<file path="src/sv/sapd_pkg.sv">
// types, constants and helper functions shared by the allpass delay stage
// no dependencies
package sapd_pkg;

  localparam int STORE_DEPTH    = 4096;
  localparam int SAMPLES_PER_MS = 48;
  localparam int ADDR_W         = $clog2(STORE_DEPTH);
  localparam int FILL_W         = $clog2(STORE_DEPTH + 1);
  localparam int DELAY_W        = 7;
  localparam int GAIN_W         = 15;
  localparam int CFG_DATA_W     = 15;
  localparam int CFG_IDX_W      = 2;
  localparam int SAMPLES_W      = $clog2((2 ** DELAY_W - 1) * SAMPLES_PER_MS + 1);
  localparam int Q_DEPTH        = 4;
  localparam int QPTR_W         = $clog2(Q_DEPTH);
  localparam int QCNT_W         = $clog2(Q_DEPTH + 1);
  localparam int PROD_W         = 18;
  localparam int SUM_W          = 19;

  localparam logic [GAIN_W-1:0] GAIN_RESET = GAIN_W'(19660);
  localparam logic [GAIN_W-1:0] G2_RESET   =
    GAIN_W'(32767 - (19660 * 19660) / 32768);

  typedef enum logic [CFG_IDX_W-1:0] {
    REG_GAIN  = 2'd0,
    REG_DELAY = 2'd1
  } cfg_reg_e;

  typedef struct packed {
    logic signed [15:0] sample_in;
    logic               block_end_in;
  } in_item_t;

  typedef struct packed {
    logic signed [15:0] sample_out;
    logic               block_end_out;
  } out_item_t;

  typedef struct packed {
    logic                  we;
    logic [CFG_IDX_W-1:0]  idx;
    logic [CFG_DATA_W-1:0] data;
  } cfg_wr_t;

  typedef struct packed {
    logic signed [15:0] x;
    logic signed [15:0] d;
    logic               block_end;
    logic [ADDR_W-1:0]  wa;
  } q_entry_t;

  typedef struct packed {
    logic               we;
    logic [ADDR_W-1:0]  addr;
    logic signed [15:0] data;
  } store_wr_t;

  function automatic logic signed [15:0] sat16(input logic signed [SUM_W-1:0] v);
    logic signed [15:0] r;
    if (v[SUM_W-1:15] != {(SUM_W - 15){v[15]}}) begin
      r = v[SUM_W-1] ? 16'sh8000 : 16'sh7fff;
    end else begin
      r = v[15:0];
    end
    return r;
  endfunction

  function automatic logic signed [PROD_W-1:0] q15_term(input logic signed [32:0] p);
    return p[32:15];
  endfunction

endpackage

</file>
<file path="src/sv/sapd_queue.sv">
// short queue between the front end and the arithmetic back end
// depends on sapd_pkg
module sapd_queue (
  input  logic                           clk_i,
  input  logic                           rst_ni,
  input  logic                           push_i,
  input  sapd_pkg::q_entry_t             push_data_i,
  input  logic                           pop_i,
  output logic                           pop_valid_o,
  output sapd_pkg::q_entry_t             pop_data_o,
  output logic [sapd_pkg::QCNT_W-1:0]    count_o
);

  sapd_pkg::q_entry_t                entries [sapd_pkg::Q_DEPTH];
  logic [sapd_pkg::QPTR_W-1:0]       wr_q, rd_q;
  logic [sapd_pkg::QCNT_W-1:0]       cnt_q, cnt_d;

  always_comb begin
    cnt_d = cnt_q;
    if (push_i && !pop_i) begin
      cnt_d = cnt_q + 1'b1;
    end else if (!push_i && pop_i) begin
      cnt_d = cnt_q - 1'b1;
    end
  end

  always_ff @(posedge clk_i or negedge rst_ni) begin
    if (!rst_ni) begin
      wr_q  <= '0;
      rd_q  <= '0;
      cnt_q <= '0;
    end else begin
      cnt_q <= cnt_d;
      if (push_i) begin
        wr_q <= (wr_q == sapd_pkg::QPTR_W'(sapd_pkg::Q_DEPTH - 1)) ? '0 : wr_q + 1'b1;
      end
      if (pop_i) begin
        rd_q <= (rd_q == sapd_pkg::QPTR_W'(sapd_pkg::Q_DEPTH - 1)) ? '0 : rd_q + 1'b1;
      end
    end
  end

  always_ff @(posedge clk_i) begin
    if (push_i) begin
      entries[wr_q] <= push_data_i;
    end
  end

  assign pop_valid_o = cnt_q != '0;
  assign pop_data_o  = entries[rd_q];
  assign count_o     = cnt_q;

endmodule

</file>
<file path="config.mk">
export PLATFORM = sky130hd
export DESIGN_NAME = sapd_queue
export DESIGN_NICKNAME = d
export VERILOG_FILES = /design/src/sv/sapd_pkg.sv /design/src/sv/sapd_queue.sv
export SDC_FILE = /design/constraint.sdc
export NUM_CORES = 1
export LEC_CHECK = 0
export ABC_AREA = 1
export BUFFER_PORTS_ARGS = -buffer_cell sky130_fd_sc_hd__buf_4
export CAP_MARGIN = 10
export CORE_MARGIN = 5
export CORE_UTILIZATION = 52
export DETAILED_ROUTE_END_ITERATION = 6
export PLACE_DENSITY = 0.76
export SLEW_MARGIN = 20
export SYNTH_ARGS = -nofsm -noshare
export SYNTH_HDL_FRONTEND = slang
export SYNTH_SLANG_ARGS = --single-unit
export TNS_END_PERCENT = 20
</file>
<file path="constraint.sdc">
create_clock -name clk_i -period 1.96 [get_ports clk_i]
set_input_delay 0.196 -clock clk_i [delete_from_list [all_inputs] [get_ports clk_i]]
set_output_delay 0.196 -clock clk_i [all_outputs]
set_load 0.03 [all_outputs]
</file>
==> qor.tcl <==
set qor(final_layout_size_suffix_gt1_share_pct) 20.64
set qor(timing.final.crit_period_ns) 1.906
set qor(worst_path_bufs_invs) 3
set qor(htreeDepth) 4
set qor(cp-end-kind) {output pin}
set qor(ir_worst_vdd_uv) 803.2
set qor(gr-total-overflow) 0
set qor(globalRoute.busiestLayer) {met2}
set qor(critical_path.slowest_cell) {sky130_fd_sc_hd__dfrtp_2}
set qor(final_min_period_over_clock_period_pct) 97.23
set qor(fin_cells) 931
set qor(root_buffer) {sky130_fd_sc_hd__clkbuf_16}
set qor(power.internal_mw) 9.346
set qor(clk_path_buf_depth) 2
set qor(drt_pass1_iterations) 4
set qor(hpwlAfterDp_um) 8819
set qor(clkSlewWorstSetupHoldPaths_ns) 0.06
set qor(totalWireLength_um) 15390
set qor(grt_use_total_pct) 18.33
set qor(drt-vias-per-instance) 5.069
set qor(rsz0062_at_grt) {true}
set qor(yosys.area.top_type_share_pct) 71.50
set qor(yosysSeqAreaShare_pct) 73.82
set qor(vias) 4719
set qor(synth_cell_types) 18
set qor(ys_dominant_reg_cell) {sky130_fd_sc_hd__edfxtp_1}
set qor(core.rowCount) 44
set qor(grt.met2_usage_pct) 31.70
set qor(route.antenna.remaining_nets) 0
set qor(p_sw_share_pct) 36.33
set qor(pin_count_of_the_biggest_net_entering_global_routing) 62
set qor(synth_async_sr_flop_share_pct) 3.743
set qor(fp.dieArea_mm2) 0.01705
set qor(relSlewSlack_pct) 76.79
set qor(switchingPower_mw) 5.334
set qor(worstSetupStartpoint) {rd_q[0]$_DFFE_PN0P_}
set qor(syn_avg_cell_area_um2) 13.12
set qor(share_seq_of_total_power_pct) 36.5
set qor(drc_errors) 0
set qor(fillCellCount) 983
set qor(synth-edff-count) 180
set qor(ys_seq_elements) 187
set qor(ios) 98
set qor(die_width_um) 130.6
set qor(timing.critical_path.max_delay_family) {buffers and inverters}
set qor(worst_path_largest_cell_delay_ns) 0.47
set qor(cp_required_ns) 1.76
set qor(netlist_top_cells_area) {sky130_fd_sc_hd__edfxtp_1 71%, sky130_fd_sc_hd__o211ai_1 8.8%, sky130_fd_sc_hd__nand2_1 7.5%, sky130_fd_sc_hd__inv_1 5.0%, sky130_fd_sc_hd__dfrtp_1 2.3%}
set qor(worst-path-max-fanout) 41
set qor(synth-warning-count) 0
set qor(cap_viol_max_count) 0
set qor(fp.dieH_um) 130.6
set qor(postSynthCellCount) 576
set qor(drv_slew) 0
set qor(clock_skew_ns) 0.01311
set qor(kind_of_critical_path) {reg2out}
set qor(setup_viol_count_final) 0
set qor(start_util_pct) 52.61
set qor(worstSkewPairLatency_ns) 0.43
set qor(core_area_mm2) 0.01437
set qor(p_clk_share_pct) 23.3
set qor(grt_pass1_wl_um) 23400
set qor(critical_path.startpoint_type) {flop}
set qor(worst_ep_arrival_time_ns) 1.71
set qor(power_density_mw_per_mm2) 1505
set qor(tightest_slew_ns) 0.3481
set qor(total_count_of_hold_check_failures_in_the_final_report) 0
set qor(initial_drt_markers) 398
set qor(worst_hold_launch) {push_i}
set qor(worstPathCellList) {clkinv_8 > buf_12 > o211ai_1 > nand2_1 > buf_4}
set qor(numCtsBuffers) 17
set qor(antenna_violations_before_repair) 1
set qor(cts_num_sinks) 187
set qor(gr-usage-met3_pct) 4.634
set qor(wl_per_cell_um) 16.53
set qor(post-synth-top-area-cell) {sky130_fd_sc_hd__edfxtp_1}
set qor(synth_area_mm2) 0.007560
set qor(result_of_the_run) {finished clean}
set qor(cellLeakagePower_nw) 4.023
set qor(fmaxAchievable_mhz) 524.8
set qor(worst_hold_path_type) {in2reg}
set qor(grt_pass1_vias) 4634
set qor(placed_cells) 841
set qor(combinationalPowerShare_pct) 40.2
set qor(pre_cts_ws_ns) 0.3509
set qor(crit-reg2reg-launch) {wr_q[0]$_DFFE_PN0P_}
set qor(tritoncts) {done}
set qor(mappedNetlistNets) 632
set qor(worst_slack_ns) 0.05434
set qor(finalNetCount) 790
set qor(flow.area_growth_from_synthesis_pct) 29.03
set qor(global_route.usage.met1_pct) 22.59
set qor(port_buffers) 97
set qor(gpl_wtd_cong) 0.7154
## timing repair
item,CTS,global route
gates resized for setup,4,7
endpoints found under the setup margin,45,37
setup buffers,0,5
pin swaps,0,3
endpoints found under the hold margin,189,0
hold buffers,47,0
cloned,2,4
## placed cells by master (no fill, tap or decap), types with 4 or more instances in the layout
cell type	n
sky130_fd_sc_hd__buf_12	6
sky130_fd_sc_hd__buf_4	104
sky130_fd_sc_hd__bufinv_16	4
sky130_fd_sc_hd__clkbuf_16	19
sky130_fd_sc_hd__clkinv_2	4
sky130_fd_sc_hd__dfrtp_1	5
sky130_fd_sc_hd__dlygate4sd3_1	47
sky130_fd_sc_hd__edfxtp_1	180
sky130_fd_sc_hd__ha_1	6
sky130_fd_sc_hd__inv_1	97
sky130_fd_sc_hd__inv_2	5
sky130_fd_sc_hd__nand2_1	151
sky130_fd_sc_hd__o211ai_1	89
## layout make-up
type / instances / area (um2) / share of cell area (%)
Sequential cell: 187 / 5583 / 57.23
Timing Repair Buffer: 165 / 1538 / 15.76
Multi-Input combinational cell: 258 / 1394 / 14.29
Clock buffer: 20 / 436.7 / 4.477
Inverter: 103 / 406.6 / 4.169
Tap cell: 184 / 230.2 / 2.360
Clock inverter: 11 / 151.4 / 1.552
Timing Repair inverter: 2 / 12.51 / 0.1283
Antenna cell: 1 / 2.502 / 0.02565
## state kept, by name, summed over array words and instances, names as in the netlist
register and count:
rd_q 2, entries 180, count_o 3, wr_q 2
## metal layers
metal,wire (um),vias to the layer above,part of all wire [%]
met4,159,0,1.0
met3,766,19,5.0
met2,7894,121,51
met1,6566,2264,43
li1,-,2315,-
met5,0,-,0
## worst register-to-register path, cell delays in order (launching register included)
cell and delay, ns:
sky130_fd_sc_hd__dfrtp_1 0.41, sky130_fd_sc_hd__inv_1 0.12, sky130_fd_sc_hd__ha_1 0.17, sky130_fd_sc_hd__nand2_1 0.06, sky130_fd_sc_hd__inv_2 0.27, sky130_fd_sc_hd__buf_12 0.23
## cell usage after synthesis, types with 2 or more instances
master                     number
sky130_fd_sc_hd__edfxtp_1     180
sky130_fd_sc_hd__nand2_1      151
sky130_fd_sc_hd__inv_1        101
sky130_fd_sc_hd__o211ai_1      89
sky130_fd_sc_hd__buf_2         11
sky130_fd_sc_hd__buf_6         10
sky130_fd_sc_hd__clkbuf_1       7
sky130_fd_sc_hd__dfrtp_1        7
sky130_fd_sc_hd__ha_1           6
sky130_fd_sc_hd__nor2_1         3
sky130_fd_sc_hd__o21ai_1        3
sky130_fd_sc_hd__inv_4          2
## through the flow
step / power (mW) / setup TNS, ns / instance area (um2) / hold WS [ns] / utilization (%)
2_1_floorplan: 9.015 / 0 / 7560 / -0.09959 / -
3_3_place_gp: 10.78 / 0 / 8516 / 0.01254 / 59.27
3_5_place_dp: 10.96 / 0 / 8516 / 0.01559 / 59.27
4_1_cts: 14.58 / -0.6349 / 9624 / 0.008273 / 66.98
5_1_grt: 15.48 / -0.2449 / 9754 / 0.02014 / 67.89
6_report: 14.68 / 0 / 9754 / 0.01671 / 67.89
## final timing paths
check / to / slack, ns / cells after the start
setup / recovery: pop_data_o[40] / 0.05 / 5
hold / removal: wr_q[1]$_DFFE_PN0P_ / 0.02 / 2
setup reg to reg: entries[0][2]$_DFFE_PP_ / 0.39 / 5
hold reg to reg: count_o[2]$_DFFE_PN0P_ / 0.50 / 2
max in group asynchronous: rd_q[0]$_DFFE_PN0P_ / 1.70 / 2
min in group asynchronous: count_o[2]$_DFFE_PN0P_ / 0.12 / 2
## power by group through the flow
stage	sequential, mW	clock, mW	combinational, mW
floorplan	5.44	0	3.57
global placement	5.38	0	5.41
detailed placement	5.42	0	5.55
CTS	5.35	3.48	5.75
global route	5.41	3.66	6.41
finish	5.35	3.42	5.90
## kinds of logic after synthesis
family	synth area share, %
fa+ha+maj	1.258
compound gates	9.268
xor+xnor	0.1159
buf+inv	7.746
simple gates	7.795
flops	73.82
Note: power is estimated with default switching activity, not from simulation.
