**src/sv/sapd_pkg.sv**
```systemverilog
// types, constants and helper functions shared by the allpass delay stage
// no dependencies
package sapd_pkg;

  localparam int STORE_DEPTH    = 4096;
  localparam int SAMPLES_PER_MS = 48;
  localparam int ADDR_W         = $clog2(STORE_DEPTH);
  localparam int FILL_W         = $clog2(STORE_DEPTH + 1);
  localparam int DELAY_W        = 7;
  localparam int GAIN_W         = 15;
  localparam int CFG_DATA_W     = 15;
  localparam int CFG_IDX_W      = 2;
  localparam int SAMPLES_W      = $clog2((2 ** DELAY_W - 1) * SAMPLES_PER_MS + 1);
  localparam int Q_DEPTH        = 4;
  localparam int QPTR_W         = $clog2(Q_DEPTH);
  localparam int QCNT_W         = $clog2(Q_DEPTH + 1);
  localparam int PROD_W         = 18;
  localparam int SUM_W          = 19;

  localparam logic [GAIN_W-1:0] GAIN_RESET = GAIN_W'(19660);
  localparam logic [GAIN_W-1:0] G2_RESET   =
    GAIN_W'(32767 - (19660 * 19660) / 32768);

  typedef enum logic [CFG_IDX_W-1:0] {
    REG_GAIN  = 2'd0,
    REG_DELAY = 2'd1
  } cfg_reg_e;

  typedef struct packed {
    logic signed [15:0] sample_in;
    logic               block_end_in;
  } in_item_t;

  typedef struct packed {
    logic signed [15:0] sample_out;
    logic               block_end_out;
  } out_item_t;

  typedef struct packed {
    logic                  we;
    logic [CFG_IDX_W-1:0]  idx;
    logic [CFG_DATA_W-1:0] data;
  } cfg_wr_t;

  typedef struct packed {
    logic signed [15:0] x;
    logic signed [15:0] d;
    logic               block_end;
    logic [ADDR_W-1:0]  wa;
  } q_entry_t;

  typedef struct packed {
    logic               we;
    logic [ADDR_W-1:0]  addr;
    logic signed [15:0] data;
  } store_wr_t;

  function automatic logic signed [15:0] sat16(input logic signed [SUM_W-1:0] v);
    logic signed [15:0] r;
    if (v[SUM_W-1:15] != {(SUM_W - 15){v[15]}}) begin
      r = v[SUM_W-1] ? 16'sh8000 : 16'sh7fff;
    end else begin
      r = v[15:0];
    end
    return r;
  endfunction

  function automatic logic signed [PROD_W-1:0] q15_term(input logic signed [32:0] p);
    return p[32:15];
  endfunction

endpackage

```
**src/sv/sapd_back.sv**
```systemverilog
// back end: gain registers, q15 products, saturating sums, store write-back
// and output register; depends on sapd_pkg
module sapd_back (
  input  logic                 clk_i,
  input  logic                 rst_ni,
  input  sapd_pkg::cfg_wr_t    cfg_i,
  input  logic                 pop_valid_i,
  output logic                 pop_o,
  input  sapd_pkg::q_entry_t   pop_data_i,
  output logic                 out_valid_o,
  input  logic                 out_ready_i,
  output sapd_pkg::out_item_t  out_data_o,
  output sapd_pkg::store_wr_t  wr_o
);

  logic [sapd_pkg::GAIN_W-1:0]       gain_q, g2_q, g2_d;
  logic [2*sapd_pkg::GAIN_W-1:0]     gg;
  logic signed [16:0]                gs, g2s, neg_g;
  logic signed [32:0]                p_xg, p_dg2, p_dg;
  logic                              b1_v_q, out_v_q;
  logic signed [sapd_pkg::PROD_W-1:0] b1_xg_q, b1_dg2_q, b1_dg_q;
  logic signed [15:0]                b1_x_q;
  logic                              b1_be_q;
  logic [sapd_pkg::ADDR_W-1:0]       b1_wa_q;
  logic signed [15:0]                y, w;
  logic                              out_adv, b1_move;
  sapd_pkg::out_item_t               out_q;

  assign gg    = gain_q * gain_q;
  assign g2_d  = sapd_pkg::GAIN_W'(15'h7fff) - gg[2*sapd_pkg::GAIN_W-1:sapd_pkg::GAIN_W];
  assign gs    = $signed({2'b00, gain_q});
  assign g2s   = $signed({2'b00, g2_q});
  assign neg_g = -gs;

  assign p_xg  = 33'(pop_data_i.x) * 33'(neg_g);
  assign p_dg2 = 33'(pop_data_i.d) * 33'(g2s);
  assign p_dg  = 33'(pop_data_i.d) * 33'(gs);

  assign y = sapd_pkg::sat16(sapd_pkg::SUM_W'(b1_xg_q) + sapd_pkg::SUM_W'(b1_dg2_q));
  assign w = sapd_pkg::sat16(sapd_pkg::SUM_W'(b1_dg_q) + sapd_pkg::SUM_W'(b1_x_q));

  assign out_adv = !out_v_q || out_ready_i;
  assign b1_move = b1_v_q && out_adv;
  assign pop_o   = pop_valid_i && (!b1_v_q || b1_move);

  always_ff @(posedge clk_i or negedge rst_ni) begin
    if (!rst_ni) begin
      gain_q  <= sapd_pkg::GAIN_RESET;
      g2_q    <= sapd_pkg::G2_RESET;
      b1_v_q  <= 1'b0;
      out_v_q <= 1'b0;
    end else begin
      if (cfg_i.we && (cfg_i.idx == sapd_pkg::REG_GAIN)) begin
        gain_q <= cfg_i.data[sapd_pkg::GAIN_W-1:0];
      end
      g2_q <= g2_d;
      if (pop_o) begin
        b1_v_q <= 1'b1;
      end else if (b1_move) begin
        b1_v_q <= 1'b0;
      end
      if (out_adv) begin
        out_v_q <= b1_v_q;
      end
    end
  end

  always_ff @(posedge clk_i) begin
    if (pop_o) begin
      b1_xg_q  <= sapd_pkg::q15_term(p_xg);
      b1_dg2_q <= sapd_pkg::q15_term(p_dg2);
      b1_dg_q  <= sapd_pkg::q15_term(p_dg);
      b1_x_q   <= pop_data_i.x;
      b1_be_q  <= pop_data_i.block_end;
      b1_wa_q  <= pop_data_i.wa;
    end
    if (b1_move) begin
      out_q.sample_out    <= y;
      out_q.block_end_out <= b1_be_q;
    end
  end

  assign wr_o.we      = b1_move;
  assign wr_o.addr    = b1_wa_q;
  assign wr_o.data    = w;
  assign out_valid_o  = out_v_q;
  assign out_data_o   = out_q;

endmodule

```
**config.mk**
```make
export PLATFORM = sky130hd
export DESIGN_NAME = sapd_back
export DESIGN_NICKNAME = d
export VERILOG_FILES = /design/src/sv/sapd_pkg.sv /design/src/sv/sapd_back.sv
export SDC_FILE = /design/constraint.sdc
export NUM_CORES = 2
export LEC_CHECK = 0
export ABC_CLOCK_PERIOD_IN_PS = 23900
export BUFFER_PORTS_ARGS = -buffer_cell sky130_fd_sc_hd__buf_2
export CAP_MARGIN = 40
export CORE_ASPECT_RATIO = 0.8
export CORE_MARGIN = 1
export CORE_UTILIZATION = 47
export CTS_CLUSTER_DIAMETER = 30
export DETAILED_ROUTE_END_ITERATION = 7
export PLACE_DENSITY = 0.73
export SETUP_SLACK_MARGIN = 0.4
export SLEW_MARGIN = 25
export SYNTH_ARGS = -nofsm -noshare
export SYNTH_HDL_FRONTEND = slang
export SYNTH_SLANG_ARGS = --single-unit
```
**constraint.sdc**
```tcl
create_clock -name clk_i -period 23.9 [get_ports clk_i]
set_input_delay 4.78 -clock clk_i [delete_from_list [all_inputs] [get_ports clk_i]]
set_output_delay 4.78 -clock clk_i [all_outputs]
set_load 0.05 [all_outputs]
```
==> impl_metrics.env <==
export IMPL_final_area_sq_um=41800
export IMPL_clock_sinks=130
export IMPL_timing_final_crit_share_pct=46.3
export IMPL_synthTopCellsByArea="fa_1 (46%), ha_1 (12%), inv_1 (9.8%)"
export IMPL_synth_xor_area_share_pct=2.97
export IMPL_worstSkewPairLatency_ns=0.50
export IMPL_hold_viol_final=0
export IMPL_cts_resized=0
export IMPL_grt_pass1_vias=29000
export IMPL_cts_setup_buffers=0
export IMPL_layout_drive_gt1_share_pct=6.03
export IMPL_synthMuxAreaShare_pct=0.253
export IMPL_drt_pass1_iter_count=5
export IMPL_crit_required_ns=24.15
export IMPL_htreeDepth=4
export IMPL_hpwlAfterDp_mm=71.3
export IMPL_yosysSeqAreaShare_pct=9.52
export IMPL_outcome="completed"
export IMPL_drc=0
export IMPL_grt_remaining_overflow=0
export IMPL_synthAdderAreaFrac_pct=57.4
export IMPL_worstMarginPinSlew_ns=0.899
export IMPL_rsz0062_at_grt="false"
export IMPL_viasPerCell=5.13
export IMPL_cts_buffer_depth=2
export IMPL_syn_area_per_cell_sq_um=9.63
export IMPL_period_needed_ns=11.07
export IMPL_tns_ns=0
export IMPL_drtIter0Drc=1909
export IMPL_start_util_pct=47.8
export IMPL_setup_viol=0
export IMPL_netlist_instances=4106
export IMPL_worstPathArrival_ns=11.32
export IMPL_maxSlewViolCount=0
export IMPL_port_buffers=114
export IMPL_antenna_found_initial=2
export IMPL_dpl_cell_area_sq_um=41200
export IMPL_cts_hold_buffers=0
export IMPL_dieHeight_um=261
export IMPL_boundaryPins=115
export IMPL_syn_nets=5443
export IMPL_ys_seq_elements=130
export IMPL_grt_first_pass_wirelength_mm=155
export IMPL_mappedNetlistArea_sq_um=39500
export IMPL_area_growth_pct=5.80
export IMPL_worstPathMaxFanout=30
export IMPL_grt_usage_pct=23.2
export IMPL_maxCapViolations=0
export IMPL_synth_ff_type="edfxtp_1"
export IMPL_yosys_area_share_simple_pct=13.4
export IMPL_criticalPathCategory="in2reg"
export IMPL_setup_worst_path_start_class="primary input"
export IMPL_core_sq_um=82700
export IMPL_hold_class="reg2reg"
export IMPL_cts_tree="built"
export IMPL_cts_reportedPaths_clkPinSlew_ns=0.07
export IMPL_synth_cell_type_count=73
export IMPL_finalWirelength_mm=91.2
export IMPL_nets=5452
export IMPL_root_buffer="clkbuf_16"
export IMPL_vias=26900
export IMPL_synth_compound_area_share_pct=4.98
export IMPL_slew_limit_headroom_pct=40.0
export IMPL_die_x_um=326
export IMPL_die_area_sq_um=85300
export IMPL_synth_top_family_by_area="adder cells"
export IMPL_grt_max_degree=52
export IMPL_fillers=7371
export IMPL_worst_hold_slack_ns=0.427
export IMPL_ys_async_sr_fraction_pct=24.6
export IMPL_fin_worst_skew_ns=0.0183
export IMPL_yosys_warnings=0
export IMPL_n_antenna_cell=0
export IMPL_netlist_area_leader_share_pct=45.8
export IMPL_wire_per_inst_um=17.4
export IMPL_drtAntennaViolNets=0
export IMPL_end_kind="register"
export IMPL_place_gp_congestion=0.892
export IMPL_final_util_pct=50.6
export IMPL_max_freq_mhz=90.3
export IMPL_cts_buffers_inserted=17
export IMPL_rows=94
export IMPL_synth_edf_count=98
export IMPL_synth_largest_area_cell="fa_1"
-- Yosys cell counts (9+ instances only) --
master    number
and3_1        14
o21ai_1       15
nand3_1       13
inv_1       1037
xnor2_1       93
and4_1         9
o21ai_2       11
dfstp_2       15
o21a_1        17
clkbuf_1     153
xor2_1        41
a211oi_1      10
edfxtp_1      98
ha_1         366
a21o_1        42
nor3_1        17
o21ai_0       51
nand2_1      476
nand2b_1      24
dfrtp_1       17
and2_1       394
o31ai_1        9
nor2_1        79
a21oi_1       83
fa_1         904
nor2b_1       13
-- final cells by class --
class	instances	area, sq um	share of cell area [%]
clock buffer	18	429	1.03
clock inverter	14	145	0.347
inverter	1039	3900	9.33
multi-input combinational	2776	31300	74.8
sequential	130	3760	9.00
tap	1104	1380	3.30
timing repair buffer	151	901	2.15
-- cells in the final DEF, fill, tap and decap left out, drive strengths merged, types with 5 or more instances in the layout --
cell type	Yosys	routed
a21o	42	42
nor2b	13	13
or2	9	9
o21ai	77	77
o31ai	11	11
nor2	79	79
and4	9	9
edfxtp	98	98
a21oi	84	84
dfrtp	17	17
clkbuf	153	18
nand3	13	13
nand4	8	8
xnor2	93	93
inv	1037	1045
xor2	41	41
nand2b	24	24
buf	8	151
clkinv	2	6
nor3	18	18
o21a	17	17
fa	904	904
and2	394	394
o21bai	5	5
and3	14	14
ha	366	366
nand2	476	476
a221oi	5	5
dfstp	15	15
a211oi	14	14
mux2	8	8
-- layer usage --
metal | global-route usage [%] | share of wire (%) | vias to the layer above
met2 | 35.7 | 44 | 939
li1 | - | - | 12200
met4 | 5.67 | 2.2 | 4
met1 | 33.5 | 45 | 13600
met5 | 0 | 0.027 | -
met3 | 5.04 | 8.4 | 106
-- metrics by stage --
stage,worst slack [ns],std cells
6_report,12.83,5232
5_1_grt,12.54,5232
4_1_cts,12.88,5229
3_5_place_dp,12.36,5197
3_3_place_gp,12.43,5190
2_1_floorplan,7.36,4106
-- critical path, stage by stage --
cell and delay, ns:
buf_2 0.54, nand2_1 0.17, fa_1 0.57, inv_1 0.06
fa_1 0.52, inv_1 0.05, fa_1 0.48, fa_1 0.55
inv_1 0.06, fa_1 0.48, inv_1 0.05, fa_1 0.48
inv_1 0.04, ha_1 0.28, a21oi_1 0.15, o22ai_1 0.11
a2111oi_2 0.77, a211oi_1 0.20, or2_2 0.38, a31o_2 0.28
a211oi_1 0.25, nor2_1 0.06
-- sequential cells by signal (all words and copies together) (netlist names) --
signal and cells:
b1_be_q 1, b1_dg2_q 17, b1_dg_q 17, b1_v_q 1
b1_wa_q 12, b1_x_q 16, b1_xg_q 18, g2_q 15
gain_q 15, out_data_o 17, out_valid_o 1
-- logic make-up after synthesis --
family | after synthesis
flops | 130
buf+inv | 1200
xor+xnor | 134
mux | 9
compound gates | 292
simple gates | 1070
fa+ha+maj | 1271
-- final timing paths --
| kind | start | end | slack, ns | cells after the start |
|---|---|---|---|---|
| max in group asynchronous | rst_ni | gain_q[2]$_DFFE_PN1P_ | 19.16 | 2 |
| min reg2reg | b1_be_q$_DFFE_PP_ | out_data_o[0]$_DFFE_PP_ | 0.43 | 0 |
| max | pop_data_i[23] | b1_dg2_q[8]$_DFFE_PP_ | 12.83 | 22 |
| min in group asynchronous | rst_ni | g2_q[1]$_DFF_PN0_ | 4.17 | 1 |
| min | b1_be_q$_DFFE_PP_ | out_data_o[0]$_DFFE_PP_ | 0.43 | 0 |
| max reg2reg | gain_q[1]$_DFFE_PN0P_ | b1_xg_q[17]$_DFFE_PP_ | 15.10 | 24 |
Power is left out: the tool's default activity adds up to more than one toggle a clock period on the data nets, which glitch-free logic cannot reach.
